### config.mk
export PLATFORM = sky130hd
export DESIGN_NAME = midi_byte_stream_parser
export DESIGN_NICKNAME = d
export VERILOG_FILES = /design/src/mbsp_pkg.sv /design/src/mbsp_core.sv /design/src/mbsp_outq.sv /design/src/midi_byte_stream_parser.sv
export SDC_FILE = /design/constraint.sdc
export NUM_CORES = 1
export LEC_CHECK = 0
export BUFFER_PORTS_ARGS = -buffer_cell sky130_fd_sc_hd__clkbuf_2
export CORE_AREA = 10 10 139 205
export DETAILED_ROUTE_END_ITERATION = 8
export DIE_AREA = 0 0 149 215
export HOLD_SLACK_MARGIN = 0.03
export PLACE_DENSITY = 0.5
export SLEW_MARGIN = 15
export SYNTH_ARGS = -nofsm -noshare
export SYNTH_HDL_FRONTEND = slang
export SYNTH_SLANG_ARGS = --single-unit
### constraint.sdc
create_clock -name clock -period 11.4 [get_ports clock]
set_input_delay 1.14 -clock clock [delete_from_list [all_inputs] [get_ports clock]]
set_output_delay 1.14 -clock clock [all_outputs]
set_load 0.1 [all_outputs]
### src/mbsp_pkg.sv
`default_nettype none
// ----------------------------------------------------------------------------
// MIDI byte stream parser package
// Shared types, constants and the status length table for the parser.
// ----------------------------------------------------------------------------
package mbsp_pkg;

   localparam int SYSEX_CAPACITY = 1024;
   localparam int SYSEX_FILL_W   = $clog2(SYSEX_CAPACITY);

   localparam logic [7:0] REALTIME_MIN     = 8'hF8;
   localparam logic [7:0] STATUS_SYSEX     = 8'hF0;
   localparam logic [7:0] STATUS_SYSEX_END = 8'hF7;
   localparam logic [7:0] STATUS_MIN       = 8'h80;

   localparam logic [1:0] KIND_MESSAGE  = 2'd0;
   localparam logic [1:0] KIND_REALTIME = 2'd1;
   localparam logic [1:0] KIND_SYSEX    = 2'd2;

   typedef struct packed {
      logic [1:0] kind;
      logic [1:0] msg_length;
      logic [7:0] first_byte;
      logic [7:0] second_byte;
      logic [7:0] third_byte;
      logic       sysex_last;
   } mbsp_result_type;

   // Up to two results leave the parser for each byte, in order.
   typedef struct packed {
      logic [1:0]      num;
      mbsp_result_type slot0;
      mbsp_result_type slot1;
   } mbsp_push_type;

   function automatic mbsp_result_type mk_result(input logic [1:0] kind,
                                                 input logic [1:0] len,
                                                 input logic [7:0] b0,
                                                 input logic [7:0] b1,
                                                 input logic [7:0] b2,
                                                 input logic       last);
      mbsp_result_type r;
      r.kind        = kind;
      r.msg_length  = len;
      r.first_byte  = b0;
      r.second_byte = b1;
      r.third_byte  = b2;
      r.sysex_last  = last;
      return r;
   endfunction

   // Message length of a status byte; zero for a data byte and for F0, F4, F5, F7, F9, FD, FF.
   function automatic logic [1:0] length_of(input logic [7:0] status);
      logic [1:0] len;
      len = 2'd0;
      if (status < STATUS_MIN) begin
         len = 2'd0;
      end else if (status < 8'hC0) begin
         len = 2'd3;
      end else if (status < 8'hE0) begin
         len = 2'd2;
      end else if (status < STATUS_SYSEX) begin
         len = 2'd3;
      end else begin
         unique case (status[3:0])
            4'h1, 4'h3: len = 2'd2;
            4'h2: len = 2'd3;
            4'h6, 4'h8, 4'hA, 4'hB, 4'hC, 4'hE: len = 2'd1;
            default: len = 2'd0;
         endcase
      end
      return len;
   endfunction

endpackage
`default_nettype wire

### src/mbsp_core.sv
`default_nettype none
// ----------------------------------------------------------------------------
// MIDI parser core
// Running status, message assembly and sysex streaming for one byte a cycle while fire is high.
// ----------------------------------------------------------------------------
module mbsp_core import mbsp_pkg::*; (
   input  wire logic          clock,
   input  wire logic          reset,
   input  wire logic          fire,
   input  wire logic          sound_enabled,
   input  wire logic [7:0]    midi_byte,
   output mbsp_push_type      push
);

   logic [7:0]              rs_ff, rs_in;
   logic [1:0]              exp_ff, exp_in;
   logic [1:0]              pos_ff, pos_in;
   logic [7:0]              msg_ff [3];
   logic [7:0]              msg_in [3];
   logic [SYSEX_FILL_W-1:0] fill_ff, fill_in;

   localparam logic [SYSEX_FILL_W-1:0] FILL_LIMIT = SYSEX_FILL_W'(SYSEX_CAPACITY - 1);

   always_comb begin
      rs_in      = rs_ff;
      exp_in     = exp_ff;
      pos_in     = pos_ff;
      msg_in     = msg_ff;
      fill_in    = fill_ff;
      push.num   = 2'd0;
      push.slot0 = '0;
      push.slot1 = '0;
      if (fire && sound_enabled) begin
         if (midi_byte >= REALTIME_MIN) begin
            push.slot0 = mk_result(KIND_REALTIME, 2'd1, midi_byte, 8'h00, 8'h00, 1'b0);
            push.num   = 2'd1;
         end else if (rs_ff == STATUS_SYSEX && !midi_byte[7]) begin
            if (fill_ff < FILL_LIMIT) begin
               fill_in    = fill_ff + SYSEX_FILL_W'(1);
               push.slot0 = mk_result(KIND_SYSEX, 2'd1, midi_byte, 8'h00, 8'h00, 1'b0);
               push.num   = 2'd1;
            end
         end else begin
            if (rs_ff == STATUS_SYSEX) begin
               push.slot0 = mk_result(KIND_SYSEX, 2'd1, STATUS_SYSEX_END, 8'h00, 8'h00,
                                      1'b1);
               push.num   = 2'd1;
               fill_in    = '0;
            end
            if (midi_byte[7]) begin
               rs_in  = midi_byte;
               pos_in = 2'd0;
               exp_in = length_of(midi_byte);
               if (midi_byte == STATUS_SYSEX) begin
                  fill_in = SYSEX_FILL_W'(1);
                  if (push.num == 2'd0) begin
                     push.slot0 = mk_result(KIND_SYSEX, 2'd1, STATUS_SYSEX, 8'h00, 8'h00,
                                            1'b0);
                  end else begin
                     push.slot1 = mk_result(KIND_SYSEX, 2'd1, STATUS_SYSEX, 8'h00, 8'h00,
                                            1'b0);
                  end
                  push.num = push.num + 2'd1;
               end
            end
            if (exp_in != 2'd0) begin
               if (pos_in != 2'd3) begin
                  msg_in[pos_in] = midi_byte;
               end
               pos_in = pos_in + 2'd1;
               if (pos_in >= exp_in) begin
                  if (push.num == 2'd0) begin
                     push.slot0 = mk_result(KIND_MESSAGE, exp_in, msg_in[0],
                                            (exp_in >= 2'd2) ? msg_in[1] : 8'h00,
                                            (exp_in >= 2'd3) ? msg_in[2] : 8'h00, 1'b0);
                  end else begin
                     push.slot1 = mk_result(KIND_MESSAGE, exp_in, msg_in[0],
                                            (exp_in >= 2'd2) ? msg_in[1] : 8'h00,
                                            (exp_in >= 2'd3) ? msg_in[2] : 8'h00, 1'b0);
                  end
                  push.num = push.num + 2'd1;
                  pos_in   = 2'd1;
               end
            end
         end
      end
   end

   always_ff @(posedge clock) begin
      if (reset) begin
         rs_ff   <= '0;
         exp_ff  <= '0;
         pos_ff  <= '0;
         msg_ff  <= '{default: '0};
         fill_ff <= '0;
      end else begin
         rs_ff   <= rs_in;
         exp_ff  <= exp_in;
         pos_ff  <= pos_in;
         msg_ff  <= msg_in;
         fill_ff <= fill_in;
      end
   end

   // The sysex count never passes the capacity limit.
   a_fill_bound: assert property (@(posedge clock) disable iff (reset)
      fill_ff <= FILL_LIMIT)
      else $error("sysex fill count beyond capacity");

   // A sysex count is only held while a sysex run is open.
   a_fill_in_sysex: assert property (@(posedge clock) disable iff (reset)
      (fill_ff != '0) |-> (rs_ff == STATUS_SYSEX))
      else $error("sysex fill count outside a sysex run");

   // The assembly position never runs past the expected length.
   a_pos_bound: assert property (@(posedge clock) disable iff (reset)
      pos_ff <= exp_ff)
      else $error("message position beyond expected length");

endmodule
`default_nettype wire

### src/mbsp_outq.sv
`default_nettype none
// ----------------------------------------------------------------------------
// MIDI parser result queue
// Four-entry queue that takes up to two results a cycle and gives one while rsp_ready is high.
// ----------------------------------------------------------------------------
module mbsp_outq import mbsp_pkg::*; (
   input  wire logic          clock,
   input  wire logic          reset,
   input  wire mbsp_push_type push,
   output logic               space,
   output logic               rsp_valid,
   input  wire logic          rsp_ready,
   output mbsp_result_type    rsp_data
);

   mbsp_result_type mem_ff [4];
   logic [1:0]      wr_ff, wr_in;
   logic [1:0]      rd_ff, rd_in;
   logic [2:0]      count_ff, count_in;
   logic            pop;

   // Room for a worst-case byte, judged before any read this cycle.
   assign space     = (count_ff <= 3'd2);
   assign rsp_valid = (count_ff != 3'd0);
   assign rsp_data  = mem_ff[rd_ff];
   assign pop       = rsp_valid && rsp_ready;

   always_comb begin
      wr_in    = wr_ff + push.num;
      rd_in    = rd_ff + {1'b0, pop};
      count_in = count_ff + {1'b0, push.num} - {2'b00, pop};
   end

   always_ff @(posedge clock) begin
      if (push.num != 2'd0) begin
         mem_ff[wr_ff] <= push.slot0;
      end
      if (push.num == 2'd2) begin
         mem_ff[wr_ff + 2'd1] <= push.slot1;
      end
   end

   always_ff @(posedge clock) begin
      if (reset) begin
         wr_ff    <= '0;
         rd_ff    <= '0;
         count_ff <= '0;
      end else begin
         wr_ff    <= wr_in;
         rd_ff    <= rd_in;
         count_ff <= count_in;
      end
   end

   a_count_bound: assert property (@(posedge clock) disable iff (reset)
      count_ff <= 3'd4)
      else $error("result queue overfilled");

   a_push_room: assert property (@(posedge clock) disable iff (reset)
      (push.num != 2'd0) |-> (count_ff <= 3'd2))
      else $error("results pushed without room");

   a_ptr_gap: assert property (@(posedge clock) disable iff (reset)
      (count_ff == 3'd0) |-> (wr_ff == rd_ff))
      else $error("empty queue with pointers apart");

endmodule
`default_nettype wire

### src/midi_byte_stream_parser.sv
`default_nettype none
// ----------------------------------------------------------------------------
// MIDI byte stream parser
// Parses raw MIDI bytes into messages with running status, realtime bytes
// and a streamed system-exclusive run.
// ----------------------------------------------------------------------------
// An accepted byte waits in the input register until the queue has room,
// is parsed, and its results are written into the result queue, which
// offers them. Throughput: one byte per cycle while each byte gives at most
// one result and rsp_ready is high; bytes that give two results can fill
// the single-read result queue and hold back the input.
// Reset is synchronous and active high: parser state and the result queue
// are cleared, and sound_enabled returns to one.
// ----------------------------------------------------------------------------
module midi_byte_stream_parser import mbsp_pkg::*; (
   input  wire logic       clock,
   input  wire logic       reset,
   input  wire logic       csr_wr_en,
   input  wire logic       csr_wr_data,
   input  wire logic       req_valid,
   output logic            req_ready,
   input  wire logic [7:0] req_midi_byte,
   output logic            rsp_valid,
   input  wire logic       rsp_ready,
   output logic [1:0]      rsp_kind,
   output logic [1:0]      rsp_msg_length,
   output logic [7:0]      rsp_first_byte,
   output logic [7:0]      rsp_second_byte,
   output logic [7:0]      rsp_third_byte,
   output logic            rsp_sysex_last
);

   // The enable register; when clear every word is taken and dropped.
   logic            sound_enabled_ff;
   // Input register: one accepted word waiting to be parsed.
   logic            in_valid_ff;
   logic [7:0]      in_byte_ff;
   logic            fire;
   logic            space;
   mbsp_push_type   push;
   mbsp_result_type rsp_data;

   // A held word is parsed as soon as the queue has room for two results,
   // and the input register refills in that same cycle.
   assign fire      = in_valid_ff && space;
   assign req_ready = !in_valid_ff || space;

   always_ff @(posedge clock) begin
      if (reset) begin
         sound_enabled_ff <= 1'b1;
         in_valid_ff      <= 1'b0;
      end else begin
         if (csr_wr_en) begin
            sound_enabled_ff <= csr_wr_data;
         end
         if (req_ready) begin
            in_valid_ff <= req_valid;
         end
      end
   end

   always_ff @(posedge clock) begin
      if (req_valid && req_ready) begin
         in_byte_ff <= req_midi_byte;
      end
   end

   mbsp_core u_core (
      .clock         (clock),
      .reset         (reset),
      .fire          (fire),
      .sound_enabled (sound_enabled_ff),
      .midi_byte     (in_byte_ff),
      .push          (push)
   );

   mbsp_outq u_outq (
      .clock     (clock),
      .reset     (reset),
      .push      (push),
      .space     (space),
      .rsp_valid (rsp_valid),
      .rsp_ready (rsp_ready),
      .rsp_data  (rsp_data)
   );

   assign rsp_kind        = rsp_data.kind;
   assign rsp_msg_length  = rsp_data.msg_length;
   assign rsp_first_byte  = rsp_data.first_byte;
   assign rsp_second_byte = rsp_data.second_byte;
   assign rsp_third_byte  = rsp_data.third_byte;
   assign rsp_sysex_last  = rsp_data.sysex_last;

endmodule
`default_nettype wire
==> results.md <==
### Cells and area
- multi-input combinational cell area: 0.00370 mm²
- final instance count without filler cells: 1,138
- proportion of layout cells with a drive suffix above 1: 17.7%
- layout overhead on the synthesized area: 12.0%
- Sequential Area: 0.00479 mm²
- count of inserted antenna diode cells: 0
- post-layout utilization of the core: 39.5%
- number of filler cells placed in the layout: 2,397
- final-stage net count: 826

### Synth
- flip-flop cell with the highest count after synthesis: edfxtp_1
- netlist area before placement: 0.00878 mm²
- most common cell in the netlist: edfxtp_1
- most frequent cells after synthesis: edfxtp_1 (116), nor2_1 (97), nand2_1 (71), dfxtp_1 (65), a21oi_1 (42)
- top-area cell type share of the netlist area: 39.7%
- count of flip-flops with a built-in enable after synthesis: 116
- distinct cell type count of the synthesized netlist: 70
- Gate Count Post-Synth: 775
- total of flip-flops plus latches after synthesis: 181
- portion of the post-synthesis area used by sequential elements: 54.5%
- largest area contributor in the netlist: edfxtp_1
- mean cell area of the mapped netlist: 11.3 µm²
- post-synth net total: 804
- leading cell types by total area after synthesis: edfxtp_1 (40%), dfxtp_1 (15%), mux4_2 (7.4%)
- share of synthesized flip-flops with an asynchronous set or reset: 0%
- Yosys Warn Count: 0

### Global routing
- overall fraction of global-route tracks in use: 14.8%
- GRT Residual Overflow: 0
- vias in the first global route: 6,440
- number of antenna violations at the first check in global routing: 0
- first-pass GRT wire length: 36,800 µm
- pin count of the biggest net entering global routing: 56

### Place
- half-perimeter wire length after placement: 16,900 µm
- number of port buffers: 44
- cell total after placement: 1,106
- routability congestion estimate from global placement: 0.901
- worst slack after detailed placement: 6.84 ns

### Route
- vias post-DR: 6,354
- Routed Antenna Nets: 0
- vias per std cell: 5.58
- initial DRC count: 489
- drt first pass iters: 9
- drt drc: 0
- detailed-route wire length per cell: 20.6 µm
- final WL: 23,400 µm

### Die
- standard cell core area: 0.0249 mm²
- top-level port count: 45
- starting density of the core: 35.3%
- Die Outline Area: 0.0320 mm²
- Die Width: 149 µm
- Vert. Die Dim: 215 µm
- number of rows in the core area: 71

### Timing
- least setup slack across all paths after layout: 6.72 ns
- accumulated negative setup slack: 0 ns
- clock period minus final worst setup slack: 4.68 ns
- upper clock frequency limit: 213 MHz
- final setup skew: 0.0132 ns
- slew margin rel.: 17.3%
- Max Slew Vio Count: 0
- unrepaired setup endpoints after global routing: no
- Final Hold Viols: 0
- worst slew pin tran: 1.23 ns
- Final period util: 41.1%
- count of final setup violators: 0

### Clocking
- buffer cell driving the clock tree root: clkbuf_16
- TritonCTS Buffers: 17
- CTS Buffer Depth: 2
- setup bufs post-CTS: 0
- clock sinks: 181
- CTS Hold Bufs: 0
- clock transition at the registers of the reported paths: 0.07 ns
- CTS tree: built
- CTS HTree Levels: 4
- latest clock arrival within the worst-skew pair: 0.43 ns
- PostCTS Resize Cnt: 0

### Run status
- run status: finished, final reports clean

### Worst setup path
- data required time at the worst endpoint: 11.57 ns
- reg-to-reg critical path endpoint: u_outq.mem_ff[2][26]
- count of cells along the worst register-to-register path: 11
- worst-path fanout max: 22
- crit path capture type: flip-flop
- startpoint type of the worst setup path: flip-flop
- classification of the worst setup path: reg -> reg
- minimum setup slack among reg-to-reg paths: 6.72 ns
- WP data arrival: 4.86 ns
- Critical R2R Launch: in_byte_ff[7]

### Pwr
- static leakage power: 3.23 nW
- Peak VDD IR: 111 µV
- total power per unit cell area: 191 mW/mm²

### Min path
- depth of the worst hold-timing path: 2
- end point of the worst hold path: u_core.rs_ff[4]
- Min-Delay Path Class: reg -> reg
- Worst Min Path Start: u_core.rs_ff[4]

### Job
- max-cap viol count: 0

cells by family (layout without fill, tap and decap cells):
family                     after synthesis  in the layout  share of synthesized area [%]
adders and majority gates               15             15                           2.22
AOI/OAI and AO/OA                      168            168                           13.4
DFF                                    181            181                           54.5
xor gates and xnor gates                 5              5                          0.499
buffers and inverters                   71            106                           3.42
muxes                                   59             59                           10.9
and+or+nand+nor                        276            276                           15.1
cells in the final DEF, fill, tap and decap left out, types with 3 or more instances in the layout:
master / synthesis / routed
and2_1: 7 / 7
clkbuf_16: 0 / 17
nor2b_1: 12 / 12
and3_1: 4 / 4
xnor2_1: 4 / 4
inv_6: 0 / 4
or3_1: 12 / 12
o22ai_1: 40 / 40
a31o_2: 4 / 4
nor2_1: 97 / 97
nor2_2: 4 / 4
a22oi_1: 5 / 5
a21o_1: 6 / 6
a21oi_1: 42 / 42
nor3_1: 21 / 21
mux4_2: 29 / 29
o31ai_1: 3 / 3
nor3b_1: 10 / 10
ha_1: 14 / 14
clkbuf_2: 0 / 44
nand3_1: 12 / 12
nand2b_1: 7 / 7
a41oi_1: 3 / 3
clkbuf_1: 35 / 4
o21ai_0: 15 / 15
buf_4: 0 / 10
dfxtp_1: 65 / 64
or2_2: 5 / 5
nand2_1: 71 / 71
a211oi_1: 17 / 17
edfxtp_1: 116 / 116
inv_1: 19 / 19
mux2i_1: 28 / 28
layout make-up:
class / instances / share of cell area [%]
Sequential cell: 181 / 48.7
Multi-Input combinational cell: 523 / 37.6
Clock buffer: 21 / 4.48
Tap cell: 328 / 4.17
Timing Repair Buffer: 54 / 3.00
Clock inverter: 11 / 1.27
Inverter: 20 / 0.764
stage by stage:
stage                     hold slack, ns  total power, mW  cell area (µm²)
after detailed placement           0.450             1.32             9260
after global placement             0.439             1.32             9260
after CTS                          0.460             1.90             9830
after floorplan                    0.430             1.22             8780
final                              0.458             1.87             9830
after global routing               0.483             1.95             9830
report_power, final:
group / internal, mW / switching, mW
combinational: 0.134 / 0.423
clock: 0.325 / 0.248
sequential: 0.721 / 0.0237
total: 1.18 / 0.695
flip-flops by register name (all words and copies together), names as in the netlist, named ones only:
signal            cells
u_core.fill_ff       10
u_outq.mem_ff       116
sound_enabled_ff      1
u_outq.rd_ff          2
u_core.exp_ff         2
u_core.rs_ff          8
u_outq.wr_ff          2
u_core.msg_ff        24
in_valid_ff           1
in_byte_ff            8
u_outq.count_ff       3
u_core.pos_ff         2
how the worst max path moves through the flow:
stage | start | end | slack, ns
after floorplan | u_core.rs_ff[0] | u_outq.mem_ff[2][10] | 7.41
after global placement | in_byte_ff[7] | u_outq.mem_ff[2][13] | 7.01
after detailed placement | in_byte_ff[7] | u_outq.mem_ff[2][26] | 6.84
after CTS | in_byte_ff[7] | u_outq.mem_ff[2][26] | 6.83
after global routing | in_byte_ff[7] | u_outq.mem_ff[2][10] | 6.47
final | in_byte_ff[7] | u_outq.mem_ff[2][26] | 6.72
per-layer routing:
metal | vias up | track usage (%) | wire length [µm]
li1 | 2942 | - | -
met1 | 3131 | 16.6 | 9220
met5 | - | 0 | 0
met2 | 228 | 25.7 | 12200
met3 | 53 | 3.18 | 1160
met4 | 0 | 6.92 | 831
worst max-delay path, stage by stage, from the launching register on:
cell      delay (ns)
edfxtp_1        0.70
nor2b_1         0.42
inv_1           0.15
ha_1            0.32
ha_1            0.28
nor2_1          0.24
a31o_2          0.30
a211oi_1        0.12
o31a_1          0.36
o21ai_1         0.98
mux2_2          0.47
nor2_1          0.07
Note: power is estimated with default switching activity, not from simulation.
